### src/hdl/rth_pkg.sv
// Shared definitions for the RGB to HSV converter.
// Default channel and result widths used by the interfaces and the top level.
// No dependencies.
package rth_pkg;

	localparam int unsigned CHANNEL_BITS_DEF = 8;
	localparam int unsigned OUT_BITS_DEF     = 16;

	// Guard bits on the hue divisor: six times delta needs three more bits
	localparam int unsigned HUE_GUARD_BITS = 3;

endpackage

### src/hdl/rth_stream_if.sv
// Valid/ready stream interfaces for the RGB to HSV converter: pixel in, HSV out.
// Depends on rth_pkg for default widths.
interface rth_pix_if #(
	parameter int unsigned CHANNEL_BITS = rth_pkg::CHANNEL_BITS_DEF
);
	logic                    valid;
	logic                    ready;
	logic [CHANNEL_BITS-1:0] red;
	logic [CHANNEL_BITS-1:0] green;
	logic [CHANNEL_BITS-1:0] blue;

	modport source (output valid, output red, output green, output blue, input ready);
	modport sink   (input valid, input red, input green, input blue, output ready);
endinterface

interface rth_hsv_if #(
	parameter int unsigned CHANNEL_BITS = rth_pkg::CHANNEL_BITS_DEF,
	parameter int unsigned OUT_BITS     = rth_pkg::OUT_BITS_DEF
);
	logic                    valid;
	logic                    ready;
	logic [OUT_BITS-1:0]     hue;
	logic [OUT_BITS-1:0]     saturation;
	logic [CHANNEL_BITS-1:0] brightness;

	modport source (output valid, output hue, output saturation, output brightness,
		input ready);
	modport sink   (input valid, input hue, input saturation, input brightness,
		output ready);
endinterface

### src/hdl/rth_front.sv
// Front stage of the converter: max, min, delta, hue numerator and divisor,
// saturation dividend. One registered stage feeding the divider chain.
// Depends on rth_pkg.
module rth_front #(
	parameter int unsigned CHANNEL_BITS = rth_pkg::CHANNEL_BITS_DEF,
	parameter int unsigned OUT_BITS     = rth_pkg::OUT_BITS_DEF,
	parameter int unsigned HW           = CHANNEL_BITS + rth_pkg::HUE_GUARD_BITS
) (
	input  logic                    clk,
	input  logic                    arst_n,
	input  logic                    in_valid,
	output logic                    in_ready,
	input  logic [CHANNEL_BITS-1:0] red,
	input  logic [CHANNEL_BITS-1:0] green,
	input  logic [CHANNEL_BITS-1:0] blue,
	output logic                    out_valid,
	input  logic                    out_ready,
	output logic [HW-1:0]           hrem,
	output logic [HW-1:0]           hdiv,
	output logic [CHANNEL_BITS-1:0] srem,
	output logic [CHANNEL_BITS-1:0] sdiv,
	output logic [OUT_BITS-1:0]     sbits
);
	import rth_pkg::*;

	localparam int unsigned CB = CHANNEL_BITS;
	localparam int unsigned AW = CHANNEL_BITS + OUT_BITS;

	logic [CB-1:0] mx, mn, delta;
	logic [HW-1:0] six_d, num;
	logic [AW-1:0] sat_dvd;

	logic          valid_s1;
	logic [HW-1:0] hrem_s1, hdiv_s1;
	logic [CB-1:0] srem_s1, sdiv_s1;
	logic [OUT_BITS-1:0] sbits_s1;

	always_comb begin
		mx = red;
		mn = red;
		if (green > mx) mx = green;
		if (blue > mx) mx = blue;
		if (green < mn) mn = green;
		if (blue < mn) mn = blue;
		delta = mx - mn;
		six_d = (HW'(delta) << 2) + (HW'(delta) << 1);
		// Sector follows the first channel equal to the maximum: red, green, blue
		if (mx == red) begin
			if (green >= blue)
				num = HW'(green) - HW'(blue);
			else
				num = six_d - (HW'(blue) - HW'(green));
		end else if (mx == green) begin
			num = (HW'(delta) << 1) + HW'(blue) - HW'(red);
		end else begin
			num = (HW'(delta) << 2) + HW'(red) - HW'(green);
		end
		// delta * (2^OUT_BITS - 1)
		sat_dvd = {delta, {OUT_BITS{1'b0}}} - AW'(delta);
	end

	assign in_ready = !valid_s1 || out_ready;

	always_ff @(posedge clk or negedge arst_n) begin
		if (!arst_n) begin
			valid_s1 <= 1'b0;
		end else if (in_ready) begin
			valid_s1 <= in_valid;
		end
	end

	always_ff @(posedge clk) begin
		if (in_ready && in_valid) begin
			hrem_s1  <= num;
			hdiv_s1  <= six_d;
			srem_s1  <= sat_dvd[AW-1:OUT_BITS];
			sdiv_s1  <= mx;
			sbits_s1 <= sat_dvd[OUT_BITS-1:0];
		end
	end

	assign out_valid = valid_s1;
	assign hrem      = hrem_s1;
	assign hdiv      = hdiv_s1;
	assign srem      = srem_s1;
	assign sdiv      = sdiv_s1;
	assign sbits     = sbits_s1;

endmodule

### src/hdl/rth_div_cell.sv
// One cell of the divider chain: a restoring step for hue and for saturation,
// yielding one quotient bit of each per cell, with its own valid/ready stage.
// Depends on rth_pkg.
module rth_div_cell #(
	parameter int unsigned CHANNEL_BITS = rth_pkg::CHANNEL_BITS_DEF,
	parameter int unsigned OUT_BITS     = rth_pkg::OUT_BITS_DEF,
	parameter int unsigned HW           = CHANNEL_BITS + rth_pkg::HUE_GUARD_BITS
) (
	input  logic                    clk,
	input  logic                    arst_n,
	input  logic                    in_valid,
	output logic                    in_ready,
	input  logic [HW-1:0]           hrem_in,
	input  logic [HW-1:0]           hdiv_in,
	input  logic [OUT_BITS-1:0]     hq_in,
	input  logic [CHANNEL_BITS-1:0] srem_in,
	input  logic [CHANNEL_BITS-1:0] sdiv_in,
	input  logic [OUT_BITS-1:0]     sbits_in,
	input  logic [OUT_BITS-1:0]     sq_in,
	output logic                    out_valid,
	input  logic                    out_ready,
	output logic [HW-1:0]           hrem_out,
	output logic [HW-1:0]           hdiv_out,
	output logic [OUT_BITS-1:0]     hq_out,
	output logic [CHANNEL_BITS-1:0] srem_out,
	output logic [CHANNEL_BITS-1:0] sdiv_out,
	output logic [OUT_BITS-1:0]     sbits_out,
	output logic [OUT_BITS-1:0]     sq_out
);
	import rth_pkg::*;

	localparam int unsigned CB = CHANNEL_BITS;

	logic [HW:0]   hrem2, hdiff;
	logic [CB:0]   srem2, sdiff;
	logic          hbit, sbit;
	logic [HW-1:0] hnext;
	logic [CB-1:0] snext;

	logic                valid_q;
	logic [HW-1:0]       hrem_q, hdiv_q;
	logic [OUT_BITS-1:0] hq_q, sq_q, sbits_q;
	logic [CB-1:0]       srem_q, sdiv_q;

	always_comb begin
		hrem2 = {hrem_in, 1'b0};
		hdiff = hrem2 - {1'b0, hdiv_in};
		// A zero divisor (grey or black pixel) yields zero quotient bits
		hbit  = (hdiv_in != '0) && !hdiff[HW];
		hnext = hbit ? hdiff[HW-1:0] : hrem2[HW-1:0];

		srem2 = {srem_in, sbits_in[OUT_BITS-1]};
		sdiff = srem2 - {1'b0, sdiv_in};
		sbit  = (sdiv_in != '0) && !sdiff[CB];
		snext = sbit ? sdiff[CB-1:0] : srem2[CB-1:0];
	end

	assign in_ready = !valid_q || out_ready;

	always_ff @(posedge clk or negedge arst_n) begin
		if (!arst_n) begin
			valid_q <= 1'b0;
		end else if (in_ready) begin
			valid_q <= in_valid;
		end
	end

	always_ff @(posedge clk) begin
		if (in_ready && in_valid) begin
			hrem_q  <= hnext;
			hdiv_q  <= hdiv_in;
			hq_q    <= {hq_in[OUT_BITS-2:0], hbit};
			srem_q  <= snext;
			sdiv_q  <= sdiv_in;
			sbits_q <= {sbits_in[OUT_BITS-2:0], 1'b0};
			sq_q    <= {sq_in[OUT_BITS-2:0], sbit};
		end
	end

	assign out_valid = valid_q;
	assign hrem_out  = hrem_q;
	assign hdiv_out  = hdiv_q;
	assign hq_out    = hq_q;
	assign srem_out  = srem_q;
	assign sdiv_out  = sdiv_q;
	assign sbits_out = sbits_q;
	assign sq_out    = sq_q;

endmodule

### src/hdl/rgb_to_hsv_converter.sv
// RGB to HSV converter top level: front stage plus a chain of divider cells.
// Depends on rth_pkg, rth_stream_if, rth_front and rth_div_cell.
//
// Accepts one pixel per clock while results are taken and returns one HSV
// result per pixel, in order. It has one front stage for max, min and delta,
// then OUT_BITS divider cells, each producing one bit of hue and one bit of
// saturation. Every stage has its own valid bit and holds under back-pressure,
// so empty stages fill while the output waits and throughput stays at one pixel
// per cycle whenever the sink takes results. Brightness is the largest channel.
module rgb_to_hsv_converter #(
	parameter int unsigned CHANNEL_BITS = rth_pkg::CHANNEL_BITS_DEF,
	parameter int unsigned OUT_BITS     = rth_pkg::OUT_BITS_DEF
) (
	input logic       clk,
	input logic       arst_n,
	rth_pix_if.sink   pix,
	rth_hsv_if.source hsv
);
	import rth_pkg::*;

	localparam int unsigned HW = CHANNEL_BITS + HUE_GUARD_BITS;
	localparam int unsigned N  = OUT_BITS;

	logic                    valid [N+1];
	logic                    ready [N+1];
	logic [HW-1:0]           hrem  [N+1];
	logic [HW-1:0]           hdiv  [N+1];
	logic [OUT_BITS-1:0]     hq    [N+1];
	logic [CHANNEL_BITS-1:0] srem  [N+1];
	logic [CHANNEL_BITS-1:0] sdiv  [N+1];
	logic [OUT_BITS-1:0]     sbits [N+1];
	logic [OUT_BITS-1:0]     sq    [N+1];

	rth_front #(
		.CHANNEL_BITS(CHANNEL_BITS),
		.OUT_BITS    (OUT_BITS),
		.HW          (HW)
	) u_front (
		.clk      (clk),
		.arst_n   (arst_n),
		.in_valid (pix.valid),
		.in_ready (pix.ready),
		.red      (pix.red),
		.green    (pix.green),
		.blue     (pix.blue),
		.out_valid(valid[0]),
		.out_ready(ready[0]),
		.hrem     (hrem[0]),
		.hdiv     (hdiv[0]),
		.srem     (srem[0]),
		.sdiv     (sdiv[0]),
		.sbits    (sbits[0])
	);

	// Quotients start empty; each cell shifts in one bit
	assign hq[0] = '0;
	assign sq[0] = '0;

	for (genvar i = 0; i < N; i++) begin : g_cell
		rth_div_cell #(
			.CHANNEL_BITS(CHANNEL_BITS),
			.OUT_BITS    (OUT_BITS),
			.HW          (HW)
		) u_cell (
			.clk      (clk),
			.arst_n   (arst_n),
			.in_valid (valid[i]),
			.in_ready (ready[i]),
			.hrem_in  (hrem[i]),
			.hdiv_in  (hdiv[i]),
			.hq_in    (hq[i]),
			.srem_in  (srem[i]),
			.sdiv_in  (sdiv[i]),
			.sbits_in (sbits[i]),
			.sq_in    (sq[i]),
			.out_valid(valid[i+1]),
			.out_ready(ready[i+1]),
			.hrem_out (hrem[i+1]),
			.hdiv_out (hdiv[i+1]),
			.hq_out   (hq[i+1]),
			.srem_out (srem[i+1]),
			.sdiv_out (sdiv[i+1]),
			.sbits_out(sbits[i+1]),
			.sq_out   (sq[i+1])
		);
	end

	assign ready[N]       = hsv.ready;
	assign hsv.valid      = valid[N];
	assign hsv.hue        = hq[N];
	assign hsv.saturation = sq[N];
	assign hsv.brightness = sdiv[N];

endmodule

### src/flat_wrapper.sv
// flat-port wrapper written by rule: the top's interface ports become plain ports
module rgb_to_hsv_converter_flat import rth_pkg::*;
#(
	parameter int unsigned CHANNEL_BITS = rth_pkg::CHANNEL_BITS_DEF,
	parameter int unsigned OUT_BITS     = rth_pkg::OUT_BITS_DEF
)
  (clk, arst_n, pix_valid, pix_red, pix_green, pix_blue, pix_ready, hsv_valid, hsv_hue, hsv_saturation, hsv_brightness, hsv_ready);
  rth_pix_if #(.CHANNEL_BITS(CHANNEL_BITS)) pix_i ();
  rth_hsv_if #(.CHANNEL_BITS(CHANNEL_BITS), .OUT_BITS(OUT_BITS)) hsv_i ();
  input logic clk;
  input logic arst_n;
  input wire logic [$bits(pix_i.valid)-1:0] pix_valid;
  input wire logic [$bits(pix_i.red)-1:0] pix_red;
  input wire logic [$bits(pix_i.green)-1:0] pix_green;
  input wire logic [$bits(pix_i.blue)-1:0] pix_blue;
  output wire logic [$bits(pix_i.ready)-1:0] pix_ready;
  output wire logic [$bits(hsv_i.valid)-1:0] hsv_valid;
  output wire logic [$bits(hsv_i.hue)-1:0] hsv_hue;
  output wire logic [$bits(hsv_i.saturation)-1:0] hsv_saturation;
  output wire logic [$bits(hsv_i.brightness)-1:0] hsv_brightness;
  input wire logic [$bits(hsv_i.ready)-1:0] hsv_ready;
  assign pix_i.valid = pix_valid;
  assign pix_i.red = pix_red;
  assign pix_i.green = pix_green;
  assign pix_i.blue = pix_blue;
  assign pix_ready = pix_i.ready;
  assign hsv_valid = hsv_i.valid;
  assign hsv_hue = hsv_i.hue;
  assign hsv_saturation = hsv_i.saturation;
  assign hsv_brightness = hsv_i.brightness;
  assign hsv_i.ready = hsv_ready;
  rgb_to_hsv_converter #(.CHANNEL_BITS(CHANNEL_BITS), .OUT_BITS(OUT_BITS)) u_core (.clk(clk), .arst_n(arst_n), .pix(pix_i), .hsv(hsv_i));
endmodule
### config.mk
export PLATFORM = sky130hd
export DESIGN_NAME = rgb_to_hsv_converter_flat
export DESIGN_NICKNAME = d
export VERILOG_FILES = /design/src/hdl/rth_pkg.sv /design/src/hdl/rth_stream_if.sv /design/src/hdl/rth_front.sv /design/src/hdl/rth_div_cell.sv /design/src/hdl/rgb_to_hsv_converter.sv /design/src/flat_wrapper.sv
export SDC_FILE = /design/constraint.sdc
export NUM_CORES = 2
export LEC_CHECK = 0
export ABC_CLOCK_PERIOD_IN_PS = 4600
export BUFFER_PORTS_ARGS = -buffer_cell sky130_fd_sc_hd__buf_2
export CAP_MARGIN = 20
export CELL_PAD_IN_SITES_DETAIL_PLACEMENT = 0
export CELL_PAD_IN_SITES_GLOBAL_PLACEMENT = 1
export CORE_ASPECT_RATIO = 2
export CORE_MARGIN = 4
export CORE_UTILIZATION = 50
export DETAILED_ROUTE_END_ITERATION = 6
export HOLD_SLACK_MARGIN = 0.03
export PLACE_DENSITY_LB_ADDON = 0.1
export SLEW_MARGIN = 10
export SYNTH_ARGS = -nofsm -noshare
export SYNTH_HDL_FRONTEND = slang
export SYNTH_HIERARCHICAL = 1
export SYNTH_SLANG_ARGS = --single-unit
### constraint.sdc
create_clock -name clk -period 4.6 [get_ports clk]
set_clock_uncertainty 0.15 [all_clocks]
set_input_delay 0.69 -clock clk [delete_from_list [all_inputs] [get_ports clk]]
set_output_delay 0.69 -clock clk [all_outputs]
set_load 0.005 [all_outputs]
==> results.cfg <==
[outcome]
status = complete, but fails checks
violations = negative setup slack

[sta]
period_needed_ns = 6.98
maxSlewViolCount = 0
period_share = 1.52
relSlewSlack = 0.287
worst_pin_slew_ns = 1.05
clock.fmax_mhz = 143
rsz0062_at_grt = yes
worst_slack_ns = -2.38
final_hold_viol_count = 0
finalSetupViolCount = 40

[clocking]
insertion_delay_ns = 0.68
clockBufferDepth = 3
clk_pin_slew_ns = 0.07
cts_num_sinks = 1037
cts_made_buffers = 91
cts-root-buf = clkbuf_16
cts_tree = built
h-tree-depth = 3

[detailed_routing]
drt-wirelength-per-cell_microns = 20.8
drt-total-wl_microns = 127000
dr.pass1.iters = 5
num_vias = 33300
vias_per_cell = 5.47
drc = 0
dr.first_iter.drc_count = 1183
drt.antenna.violating_nets = 0

[worst_setup_path]
r2r-start = u_core/g_cell[15].u_cell/out_valid
end_kind = register
worstSetupPathType = primary input to register
critPathMaxStageDelay_ns = 0.44
crit_buf_inv = 10
crit_slowest_cell = o41a_1
required_ns = 4.88
worstSetupStartpointType = primary input
crit_family = compound AO/OA/AOI/OAI gates
crit_fanout = 5
arrival_ns = 7.26
crit_start = pix_red[2]

[global_routing]
antenna_found_initial = 1
grt_pass1_vias = 35900
grt_usage = 0.222
overflow = 0
grt_pass1_wl_microns = 190000
grt_max_degree = 70

[layout]
fill_cells = 8777
seq_area_sq_um = 31100
final_area_sq_um = 63400
area_delta_synth_final_pct = 16.6
post_route_cells_drive_above_1_share = 0.245
multi_input_area_sq_um = 22600
final_nets = 5093

[floorplanning]
start_util = 0.505
io_pins = 70
die_w_microns = 241
num_rows = 170
dieArea_sq_um = 114000
core_region_area_sq_um = 108000
die_h_microns = 474

[logic_synthesis]
synth_area_sq_um = 54400
postSynthCellCount = 4159
syn_area_per_cell_sq_um = 13.1
syn_nets = 4611
ys_warn_count = 6

[place]
post-dp-hpwl_microns = 103000
place.gp.congestion = 0.958
portBuffers = 69
placedInstanceArea_sq_um = 58900

[power_and_ir_drop]
irDropWorstVdd_uv = 704
fin_total_pwr_uw = 51200
pwr_density_cell_nw_per_um2 = 808
p_leak_uw = 0.0254

[hold_path]
hp-start = hsv_ready
hold_class = primary input to register

[job]
cap_violations = 0
## tightest hold or removal path, stage by stage
cell	delay, ns
buf_2	0.07
nand2b_1	0.13
nand2b_1	0.06
## registers in the layout (all words and copies together), names as in the netlist
name / cells
u_core/g_cell.u_cell/out_valid: 16
u_core/g_cell.u_cell/hdiv_out: 165
u_core/g_cell.u_cell/hq_out: 136
u_core/g_cell.u_cell/hrem_out: 165
u_core/u_front/hdiv: 8
u_core/u_front/hrem: 11
u_core/u_front/sbits: 15
u_core/u_front/srem: 8
u_core/g_cell.u_cell/sq_out: 136
u_core/g_cell.u_cell/sbits_out: 120
u_core/g_cell.u_cell/srem_out: 120
u_core/u_front/out_valid: 1
u_core/u_front/sdiv: 8
u_core/g_cell.u_cell/sdiv_out: 128
## cell type report
cell class              count  share of cell area
flip-flops and latches   1037               0.490
multi-input cells        2649               0.356
repair buffers            427              0.0531
clock buffers             102              0.0369
well taps                1376              0.0272
inverters                 435              0.0261
clock inverters            66              0.0108
diodes                      1           0.0000395
## report_power, final
| group | switching [uW] | leakage, uW | internal (uW) |
|---|---|---|---|
| sequential | 1490 | 0.0102 | 14700 |
| combinational | 13400 | 0.0138 | 14000 |
| clock | 3530 | 0.00144 | 4190 |
| total | 18400 | 0.0254 | 32800 |
## per-stage QoR
step	worst slack, ns	TNS, ns	hold slack, ns	std cells	utilization
finish	-2.38	-55.35	0.156	6093	0.589
global placement	-3.56	-102.69	0.251	5881	0.548
CTS	-2.36	-53.14	0.0895	6072	0.584
global route	-2.71	-65.74	0.166	6093	0.589
floorplan	-3.29	-81.12	0.244	4159	-
detailed placement	-3.57	-103.80	0.255	5881	0.548
## per-layer routing
layer,vias up,global-route usage,wire (microns)
met5,-,0,0
met4,0,0.166,11600
met3,411,0.0277,2820
met2,545,0.501,81000
met1,16100,0.140,31100
li1,16200,-,-
## cell usage in the layout (no fill, tap or decap), types with 80 or more instances in the layout
master     count
inv_1        396
ha_1         349
mux2_2       120
mux2_4       104
nor2b_1       96
o21ai_0      129
nand2_1       80
clkbuf_16     92
xnor2_1      214
edfxtp_1    1020
buf_4        308
nor2_1       305
a21oi_1      185
## worst paths after layout
path | end | slack [ns] | cells after the start
setup / recovery | u_core/u_front/hrem[10] | -2.38 | 39
hold / removal | u_core/g_cell[15].u_cell/out_valid | 0.16 | 3
setup reg to reg | u_core/u_front/hdiv[6] | 1.01 | 19
hold reg to reg | u_core/g_cell[12].u_cell/sq_out[1] | 0.26 | 0
max in group asynchronous | u_core/g_cell[9].u_cell/out_valid | 3.67 | 2
min in group asynchronous | u_core/u_front/out_valid | 0.32 | 2
## timing repair
action                     in CTS  in global routing
hold buffers                    2                  0
hold endpoints to repair       18                  0
buffers inserted               24                 25
gates resized for setup       128                 96
setup endpoints to repair      42                 42
pin swaps                      51                 29
No activity file was read; power rests on OpenSTA's default activity.
